## src/rtl/core/efsd_pkg.sv

```systemverilog
`default_nettype none
// ----------------------------------------------------------------------------
// efsd_pkg
// Shared constants, types and helpers for the earliest-free server dispatch.
// ----------------------------------------------------------------------------
package efsd_pkg;

  localparam int LANES   = 16;
  localparam int IDX_W   = (LANES > 1) ? $clog2(LANES) : 1;
  localparam int CNT_W   = $clog2(LANES + 1);
  localparam int TIME_W  = 32;
  localparam int DUR_W   = 16;
  localparam int SRV_W   = 5;
  localparam int CFG_W   = 5;

  localparam logic MODE_CLEAR  = 1'b0;
  localparam logic MODE_ASSIGN = 1'b1;

  typedef enum logic [1:0] {
    ST_IDLE,
    ST_SCAN,
    ST_DONE
  } state_t;

  typedef struct packed {
    logic              rd_en;
    logic [IDX_W-1:0]  rd_addr;
    logic              wr_en;
    logic [IDX_W-1:0]  wr_addr;
    logic [TIME_W-1:0] wr_data;
    logic              clr;
  } store_req_t;

  // register value clamped to 1..LANES
  function automatic logic [CNT_W-1:0] active_count(input logic [CFG_W-1:0] v);
    logic [31:0] w;
    w = 32'(v);
    if (w < 32'd1) begin
      w = 32'd1;
    end else if (w > 32'(LANES)) begin
      w = 32'(LANES);
    end
    return w[CNT_W-1:0];
  endfunction

  // server number from 1, masked to the field width
  function automatic logic [SRV_W-1:0] srv_num(input logic [IDX_W-1:0] idx);
    logic [31:0] w;
    w = 32'(idx) + 32'd1;
    return w[SRV_W-1:0];
  endfunction

endpackage
`default_nettype wire

```

## src/rtl/core/efsd_time_store.sv

```systemverilog
`default_nettype none
// ----------------------------------------------------------------------------
// efsd_time_store
// Free-at time memory, one read and one write port, registered read data.
// Per-entry valid bits give zero for entries not written since reset or clear.
// ----------------------------------------------------------------------------
module efsd_time_store
  import efsd_pkg::*;
(
  input  wire logic              clk,
  input  wire logic              rst,
  input  wire store_req_t        req,
  output logic [TIME_W-1:0]      rd_data
);

  logic [TIME_W-1:0] mem [LANES];
  logic [LANES-1:0]  vbits;
  logic [TIME_W-1:0] dq;
  logic              vq;

  always_ff @(posedge clk) begin
    if (req.wr_en) begin
      mem[req.wr_addr] <= req.wr_data;
    end
    if (req.rd_en) begin
      dq <= mem[req.rd_addr];
      vq <= vbits[req.rd_addr];
    end
  end

  always_ff @(posedge clk) begin
    if (rst || req.clr) begin
      vbits <= '0;
    end else if (req.wr_en) begin
      vbits[req.wr_addr] <= 1'b1;
    end
  end

  assign rd_data = vq ? dq : '0;

endmodule
`default_nettype wire

```

## src/rtl/core/earliest_free_server_dispatch_top.sv

```systemverilog
`default_nettype none
// ----------------------------------------------------------------------------
// earliest_free_server_dispatch_top
// Dispatches jobs to the server with the earliest free-at time.
// ----------------------------------------------------------------------------
// An assign word is accepted in IDLE and then scans the n servers in use
// (1..16): the free-at time memory is read one entry a cycle while the
// least and second-least times are tracked, then the DONE state, once the
// output register is free, adds the duration, writes the entry back and
// forms the result. A clear word goes straight to DONE. Input is taken one
// word at a time; a finished result waits in the output register while
// the next word is accepted. No clearing pass is needed after reset.
module earliest_free_server_dispatch_top
  import efsd_pkg::*;
(
  input  wire logic              clk,
  input  wire logic              rst,
  input  wire logic              cfg_valid,
  output logic                   cfg_ready,
  input  wire logic [CFG_W-1:0]  cfg_data,
  input  wire logic              in_valid,
  output logic                   in_stall,
  input  wire logic              mode,
  input  wire logic [DUR_W-1:0]  job_duration,
  output logic                   out_valid,
  input  wire logic              out_stall,
  output logic [SRV_W-1:0]       assigned_server,
  output logic [SRV_W-1:0]       next_server,
  output logic [TIME_W-1:0]      assigned_free_time,
  output logic                   saturated
);

  state_t            state, state_next;
  logic [CFG_W-1:0]  servers_in_use;
  logic [CNT_W-1:0]  n_act;
  logic [CNT_W-1:0]  cnt;
  logic              rd_pend;
  logic [IDX_W-1:0]  rd_idx;
  logic              mode_q;
  logic [DUR_W-1:0]  dur_q;
  logic [IDX_W-1:0]  best_idx, sec_idx;
  logic [TIME_W-1:0] best_val, sec_val;
  logic              sec_vld;
  logic [TIME_W-1:0] rd_data;
  store_req_t        req;
  logic              in_acc, slot_free, issue, finish;
  logic [TIME_W:0]   sum;
  logic              sat_c;
  logic [TIME_W-1:0] new_time;
  logic [IDX_W-1:0]  nxt_idx;

  assign cfg_ready = 1'b1;
  assign n_act     = active_count(servers_in_use);
  assign in_acc    = in_valid && !in_stall;
  assign slot_free = !out_valid || !out_stall;
  assign issue     = (state == ST_SCAN) && (cnt < n_act);

  efsd_time_store u_store (
    .clk     (clk),
    .rst     (rst),
    .req     (req),
    .rd_data (rd_data)
  );

  // next state
  always_comb begin
    state_next = state;
    case (state)
      ST_IDLE: begin
        if (in_acc) begin
          state_next = (mode == MODE_ASSIGN) ? ST_SCAN : ST_DONE;
        end
      end
      ST_SCAN: begin
        if (cnt == n_act) begin
          state_next = ST_DONE;
        end
      end
      ST_DONE: begin
        if (slot_free) begin
          state_next = ST_IDLE;
        end
      end
      default: state_next = ST_IDLE;
    endcase
  end

  // outputs
  always_comb begin
    in_stall    = 1'b1;
    finish      = 1'b0;
    req.rd_en   = 1'b0;
    req.rd_addr = cnt[IDX_W-1:0];
    req.wr_en   = 1'b0;
    req.wr_addr = best_idx;
    req.wr_data = new_time;
    req.clr     = 1'b0;
    case (state)
      ST_IDLE: in_stall = 1'b0;
      ST_SCAN: req.rd_en = issue;
      ST_DONE: begin
        finish    = slot_free;
        req.wr_en = slot_free && (mode_q == MODE_ASSIGN);
        req.clr   = slot_free && (mode_q == MODE_CLEAR);
      end
      default: in_stall = 1'b1;
    endcase
  end

  // update of the chosen server and the one free next
  always_comb begin
    sum      = {1'b0, best_val} + (TIME_W + 1)'(dur_q);
    sat_c    = sum[TIME_W];
    new_time = sat_c ? '1 : sum[TIME_W-1:0];
    nxt_idx  = best_idx;
    if (sec_vld) begin
      if (sec_val < new_time) begin
        nxt_idx = sec_idx;
      end else if (sec_val == new_time && sec_idx < best_idx) begin
        nxt_idx = sec_idx;
      end
    end
  end

  always_ff @(posedge clk) begin
    if (rst) begin
      state          <= ST_IDLE;
      servers_in_use <= CFG_W'(1);
      out_valid      <= 1'b0;
      rd_pend        <= 1'b0;
    end else begin
      state   <= state_next;
      rd_pend <= issue;
      if (cfg_valid && cfg_ready) begin
        servers_in_use <= cfg_data;
      end
      if (finish) begin
        out_valid <= 1'b1;
      end else if (!out_stall) begin
        out_valid <= 1'b0;
      end
    end
  end

  always_ff @(posedge clk) begin
    if (in_acc) begin
      mode_q <= mode;
      dur_q  <= job_duration;
      cnt    <= '0;
    end else if (issue) begin
      cnt <= cnt + CNT_W'(1);
    end
    if (issue) begin
      rd_idx <= cnt[IDX_W-1:0];
    end
    if (rd_pend) begin
      if (rd_idx == '0) begin
        best_idx <= rd_idx;
        best_val <= rd_data;
        sec_vld  <= 1'b0;
      end else if (rd_data < best_val) begin
        sec_idx  <= best_idx;
        sec_val  <= best_val;
        sec_vld  <= 1'b1;
        best_idx <= rd_idx;
        best_val <= rd_data;
      end else if (!sec_vld || rd_data < sec_val) begin
        sec_idx <= rd_idx;
        sec_val <= rd_data;
        sec_vld <= 1'b1;
      end
    end
    if (finish) begin
      if (mode_q == MODE_ASSIGN) begin
        assigned_server    <= srv_num(best_idx);
        next_server        <= srv_num(nxt_idx);
        assigned_free_time <= new_time;
        saturated          <= sat_c;
      end else begin
        assigned_server    <= '0;
        next_server        <= srv_num('0);
        assigned_free_time <= '0;
        saturated          <= 1'b0;
      end
    end
  end

endmodule
`default_nettype wire

```

## config.mk

```make
export PLATFORM = sky130hd
export DESIGN_NAME = earliest_free_server_dispatch_top
export DESIGN_NICKNAME = d
export VERILOG_FILES = /design/src/rtl/core/efsd_pkg.sv /design/src/rtl/core/efsd_time_store.sv /design/src/rtl/core/earliest_free_server_dispatch_top.sv
export SDC_FILE = /design/constraint.sdc
export NUM_CORES = 1
export LEC_CHECK = 0
export BUFFER_PORTS_ARGS = -buffer_cell sky130_fd_sc_hd__buf_2
export CAP_MARGIN = 20
export CELL_PAD_IN_SITES_DETAIL_PLACEMENT = 0
export CELL_PAD_IN_SITES_GLOBAL_PLACEMENT = 1
export CORE_AREA = 5 5 253 255
export CTS_CLUSTER_SIZE = 16
export DETAILED_ROUTE_END_ITERATION = 16
export DIE_AREA = 0 0 258 260
export PLACE_DENSITY = 0.72
export SLEW_MARGIN = 0
export SYNTH_ARGS = -nofsm -noshare
export SYNTH_HDL_FRONTEND = slang
export SYNTH_SLANG_ARGS = --single-unit
```

## constraint.sdc

```tcl
create_clock -name clk -period 19.3 [get_ports clk]
set_input_delay 3.86 -clock clk [delete_from_list [all_inputs] [get_ports clk]]
set_output_delay 3.86 -clock clk [all_outputs]
set_load 0.02 [all_outputs]
```

After elaboration in Yosys (flattened, before gate mapping)
Memories as Yosys holds them, arrays and structs flattened. A register that Yosys moved wholly into a read port is not among the register bits.
Cells that the tools add are included.
- output and inout bits: 46
- memories: 1
- flip-flop bits (word level): 168
- bits in writable memories: 512
- $add $sub $neg: 4
- multiplexer cells: 35
- $lt $le $gt $ge: 10
- reduce and logical (&&, ||, !) cells: 21
- equality and inequality tests: 8
- bitwise gates (word level): 3
- memory list (name ; words ; bits a word ; read ports ; clocked after Yosys merged registers in ; wr ports ; line ; text):
    u_store.mem ; 16 ; 32 ; 1 ; 1 ; 1 ; efsd_time_store.sv:16 ; logic [TIME_W-1:0] mem [LANES];
- operator list (cell ; number):
    2-to-1 mux 32 bit ; 6
    < comparator 32 bit ; 3
    adder 32 x 16 -> 33 bit ; 1
    equality test 32 bit ; 1
    2-to-1 mux 4 bit ; 7
    bitwise OR 16 bit ; 1
    2-to-1 mux 1 bit ; 13
    adder 4 x 1 -> 5 bit, second input constant ; 2
    < comparator 4 x 5 -> 1 bit, second input constant ; 2
    2-to-1 mux 5 bit ; 2
    2-to-1 mux 2 bit ; 4
    logical AND 1 bit ; 6
    case mux 2 bit (3 select lines) ; 1
    AND reduction 3 bit ; 2
    adder 5 x 1 -> 5 bit, second input constant ; 1
    equality test 5 bit ; 1
    greater-than comparator 5 bit, second input constant ; 1
    < comparator 5 x 1 -> 1 bit, second input constant ; 1
    < comparator 5 bit ; 1
    binary-select mux 1 bit (select 4 bit) ; 1
    demux 1 bit (select 4 bit) ; 1
    >= comparator 4 x 1 -> 1 bit, second input constant ; 1
    logical NOT 4 bit ; 1
    < comparator 4 bit ; 1
    other kinds (11) ; 20

Longest topological paths before layout
- depth after elaboration: 8
- gate-level depth with buffers: 23
- gate-level depth less buffers: 22

By module
Synthesis repeated with hierarchy kept, for this count alone.
- cells, all modules: 1800
- area, all modules: 30713.2 sq um
- by module, submodules not included (module ; area an instance (sq um) ; cells each ; times used ; sequential area each (sq um)):
    efsd_time_store ; 21137.8 ; 917 ; 1 ; 16686.0
    earliest_free_server_dispatch_top ; 9575.4 ; 883 ; 1 ; 4394.2

Worst setup path after synthesis
Ideal clock, no wire load.
- kind: input port to flip-flop
- start: in out_stall
- end: mem u_store.mem[3][0], enable pin
- slack: 10.022 ns
- arrival time: 8.814 ns
- required time: 18.837 ns
- stages: 4
- path buffers: 0
- path through: a21oi_1 -> and2_1 -> nand2_1 -> nor3_1
- cells in the longest elaborated chain, start to end: 6
- ends and longest elaborated chain (item ; line ; text):
    start, declared ; earliest_free_server_dispatch_top.sv:26 ; input wire logic out_stall,
    logical NOT 1 bit ; - ;
    logical OR 1 bit ; earliest_free_server_dispatch_top.sv:55 ; assign slot_free = !out_valid || !out_stall;
    logical AND 1 bit ; earliest_free_server_dispatch_top.sv:103 ; req.wr_en = slot_free && (mode_q == MODE_ASSIGN);
    2-to-1 mux 1 bit ; earliest_free_server_dispatch_top.sv:98 ; case (state)
    2-to-1 mux 1 bit ; efsd_time_store.sv:22 ; if (req.wr_en) begin
    2-to-1 mux 1 bit (implied by the code) ; efsd_time_store.sv:23 ; mem[req.wr_addr] <= req.wr_data;
    end, declared ; efsd_time_store.sv:16 ;
Every way passes these cells.

Worst setup path in the final report
- start: reg best_val[0]
- end: reg next_server[2], data pin
- cells in the longest elaborated chain, start to end: 8
- ends and longest elaborated chain (item ; line ; text):
    start, declared ; earliest_free_server_dispatch_top.sv:42 ; logic [TIME_W-1:0] best_val, sec_val;
    start signal, assigned ; earliest_free_server_dispatch_top.sv:159 ; best_val <= rd_data;
    start signal, assigned ; earliest_free_server_dispatch_top.sv:166 ; best_val <= rd_data;
    adder 32 x 16 -> 33 bit * ; earliest_free_server_dispatch_top.sv:112 ; sum = {1'b0, best_val} + (TIME_W + 1)'(dur_q);
    2-to-1 mux 32 bit * ; earliest_free_server_dispatch_top.sv:114 ; new_time = sat_c ? '1 : sum[TIME_W-1:0];
    named net new_time[17] ; earliest_free_server_dispatch_top.sv:49 ; logic [TIME_W-1:0] new_time;
    branches (longest 3 deep; another with < comparator 32 bit) ; - ;
    2-to-1 mux 4 bit * ; earliest_free_server_dispatch_top.sv:117 ; if (sec_val < new_time) begin
    2-to-1 mux 4 bit * ; earliest_free_server_dispatch_top.sv:116 ; if (sec_vld) begin
    adder 4 x 1 -> 5 bit * ; efsd_pkg.sv:49 ; w = 32'(idx) + 32'd1;
    end signal, assigned ; earliest_free_server_dispatch_top.sv:176 ; next_server <= srv_num(nxt_idx);
    end signal, assigned ; earliest_free_server_dispatch_top.sv:181 ; next_server <= srv_num('0);
    end, declared ; earliest_free_server_dispatch_top.sv:28 ; output logic [SRV_W-1:0] next_server,
Mark *: on every way through the listed nets, which the timed path passes.
A chain may end at the register's enable or synchronous reset.

==> impl_metrics.env <==
export IMPL_outcome="finished clean"
export IMPL_synth_largest_area_cell="edfxtp_1"
export IMPL_drc=0
export IMPL_cts_repair_resized=0
export IMPL_fp_dieH_microns=260
export IMPL_yosysWarnings=0
export IMPL_cts_sinks=712
export IMPL_start_util_pct=49.4
export IMPL_min_period_over_period_pct=35.2
export IMPL_synth_nets=1843
export IMPL_clockBufferDepth=3
export IMPL_synthTopCellsByArea="edfxtp_1 68%, mux4_2 12%, ha_1 5.1%"
export IMPL_gp_congestion=0.872
export IMPL_p_leak_nw=11.7
export IMPL_slew_headroom_pct=27.3
export IMPL_top_usage_layer="met2"
export IMPL_nets=1965
export IMPL_synth_top_area_share_pct=67.5
export IMPL_ys_seq_area_share_pct=69.5
export IMPL_num_vias=15875
export IMPL_cts_buffers=72
export IMPL_clock_latency_ns=0.60
export IMPL_worst_slew_pin_transition_ns=1.08
export IMPL_cts_root_buf="clkbuf_16"
export IMPL_drtIter0Drc=1508
export IMPL_antenna_found_initial=6
export IMPL_grt_use_met3_pct=3.63
export IMPL_syn_avg_cell_area_sq_um=17.9
export IMPL_ys_types=73
export IMPL_grt_pass1_vias=16094
export IMPL_slew_violations=0
export IMPL_maxCapViolCount=0
export IMPL_via_per_inst=5.97
export IMPL_cellPowerDensity_nw_per_um2=101
export IMPL_synth_most_common_cell="edfxtp_1"
export IMPL_ys_flop_type="edfxtp_1"
export IMPL_instances_no_fill=2658
export IMPL_fmax_ghz=0.147
export IMPL_critical_path_required_ns=19.65
export IMPL_hp_start="u_store.vbits[6]"
export IMPL_antennaDiodeCount=0
export IMPL_row_count=91
export IMPL_nFillCells=4710
export IMPL_coreArea_sq_um=61400
export IMPL_dp_cells=2528
export IMPL_synth_edf_count=682
export IMPL_portBuffers=71
export IMPL_cts_setup_buffers=0
export IMPL_synth_seq_cells=712
export IMPL_holdBufCountCts=0
export IMPL_skew_ns=0.0170
export IMPL_grt_pass1_wl_microns=107000
export IMPL_cp_start_kind="flip-flop"
export IMPL_routed_wl_microns=72200
export IMPL_min_path_type="reg2reg"
export IMPL_crit_type="reg2reg"
export IMPL_grt_met2_usage_pct=34.4
export IMPL_final_setup_tns_ns=0
export IMPL_antenna_left=0
export IMPL_synthTopCellsByCount="682 x edfxtp_1, 165 x mux4_2, 124 x ha_1"
export IMPL_critPathLaunch="best_val[0]"
export IMPL_whs_ns=0.463
export IMPL_hold_viol_final=0
export IMPL_vdd_drop_max_mv=0.0580
export IMPL_met1_usage_pct=32.0
export IMPL_path_clk_slew_ns=0.06
export IMPL_place_hpwl_microns=44500
export IMPL_avgRoutedWirePerCell_microns=27.2
export IMPL_rsz0062_at_grt="no"
export IMPL_grtUsageTotal_pct=21.7
export IMPL_boundaryPins=73
export IMPL_period_needed_ns=6.79
export IMPL_overflow=0
export IMPL_grt_max_degree=49
export IMPL_timing_rr_start="best_val[0]"
export IMPL_dr_pass1_iters=7
export IMPL_area_growth_pct=12.5
export IMPL_cp_max_fo=17
export IMPL_critPathCaptureType="flip-flop"
export IMPL_cp_data_arrival_time_ns=7.14
export IMPL_h_tree_depth=3
export IMPL_drive_gt1_share_pct=23.0
export IMPL_cts_tree="yes"
export IMPL_syn_area_sq_um=30300
export IMPL_die_area_sq_um=67100
export IMPL_setup_violations=0
export IMPL_synth_cells=1691
export IMPL_die_w_microns=258
export IMPL_async_flop_share_pct=0
-- flip-flops by register name (all words and copies together) (netlist names) --
register and count:
rd_pend 1, sec_vld 1, u_store.vbits 16, servers_in_use 5
sec_val 32, assigned_free_time 32, u_store.vq 1, saturated 1
best_idx 4, dur_q 16, best_val 32, assigned_server 5
out_valid 1, u_store.mem 512, u_store.dq 32, state 2
sec_idx 4, rd_idx 4, next_server 5, mode_q 1
cnt 5
-- power breakdown --
group	switching (mW)	total (mW)	leakage, nW	internal [mW]
Combinational	0.189	0.319	4.14	0.131
Sequential	0.0175	1.76	6.41	1.74
Clock	0.569	1.36	1.13	0.788
-- cell type report --
| cell class | instances | area (sq um) | area share [%] |
|---|---|---|---|
| Multi-Input combinational cell | 804 | 8680 | 25.4 |
| Tap cell | 790 | 988 | 2.90 |
| Sequential cell | 712 | 21100 | 61.8 |
| Clock buffer | 98 | 2020 | 5.92 |
| Timing Repair Buffer | 106 | 636 | 1.86 |
| Inverter | 117 | 439 | 1.29 |
| Clock inverter | 31 | 268 | 0.785 |
-- per-stage QoR --
step	area (sq um)	worst slack, ns	power (mW)	utilization, %
2_1_floorplan	30300	10.02	2.01	-
3_3_place_gp	31800	11.89	2.11	51.8
3_5_place_dp	31800	12.39	2.11	51.8
4_1_cts	34100	12.55	3.46	55.6
5_1_grt	34100	12.25	3.56	55.6
6_report	34100	12.51	3.43	55.6
-- cells in the final DEF (no fill, tap or decap), types with 17 or more instances in the layout --
master | netlist | layout
nand3_1 | 17 | 17
mux2_1 | 28 | 28
inv_1 | 114 | 114
and2_1 | 39 | 39
dfxtp_1 | 30 | 26
edfxtp_1 | 682 | 682
o21ai_0 | 31 | 31
buf_2 | 9 | 72
ha_1 | 124 | 124
o21a_1 | 20 | 20
nor2_1 | 90 | 77
clkbuf_16 | 0 | 74
xnor2_1 | 20 | 20
nand2_1 | 46 | 46
a21oi_1 | 47 | 46
mux4_2 | 165 | 165
buf_4 | 1 | 33
nand4_1 | 20 | 20
-- cell families after synthesis --
kind of cell | after synthesis | synth area share, %
flops | 712 | 69.5
simple gates | 273 | 4.53
mux | 209 | 13.9
buf+inv | 175 | 2.29
compound gates | 169 | 3.84
fa+ha+maj | 125 | 5.18
xor+xnor | 27 | 0.780
other cells | 1 | 0.0124
-- metal layers --
layer  vias up  routed length [microns]  share of wire, %
met4         0                     1150               1.6
met5         -                        0                 0
met1      8274                    31700                44
li1       6938                        -                 -
met3        86                     5150               7.1
met2       577                    34200                47
-- path summary, 6_finish.rpt --
path	depth (start not counted)	endpoint	slack, ns
worst min-delay path	1	u_store.vbits[6]	0.46
worst max-delay path	21	next_server[2]	12.51
worst max register to register	21	next_server[2]	12.51
worst min register to register	1	u_store.vbits[6]	0.46
-- critical path, cell delays in order, from the launching register on --
cell	delay (ns)
edfxtp_1	0.42
ha_1	0.25
fa_1	0.42
a21o_1	0.20
a21oi_1	0.43
a2bb2oi_4	0.30
o21a_4	0.25
or3_1	0.55
nand2_1	0.60
inv_1	0.17
ha_1	0.16
a21oi_1	0.07
o21ai_0	0.37
a21oi_1	0.13
o31ai_1	0.53
nor3_1	0.15
a31oi_2	0.43
mux2_2	0.41
ha_1	0.25
nor2b_1	0.15
o211ai_1	0.19
nand2_1	0.08
Note: power is estimated with default switching activity, not from simulation.
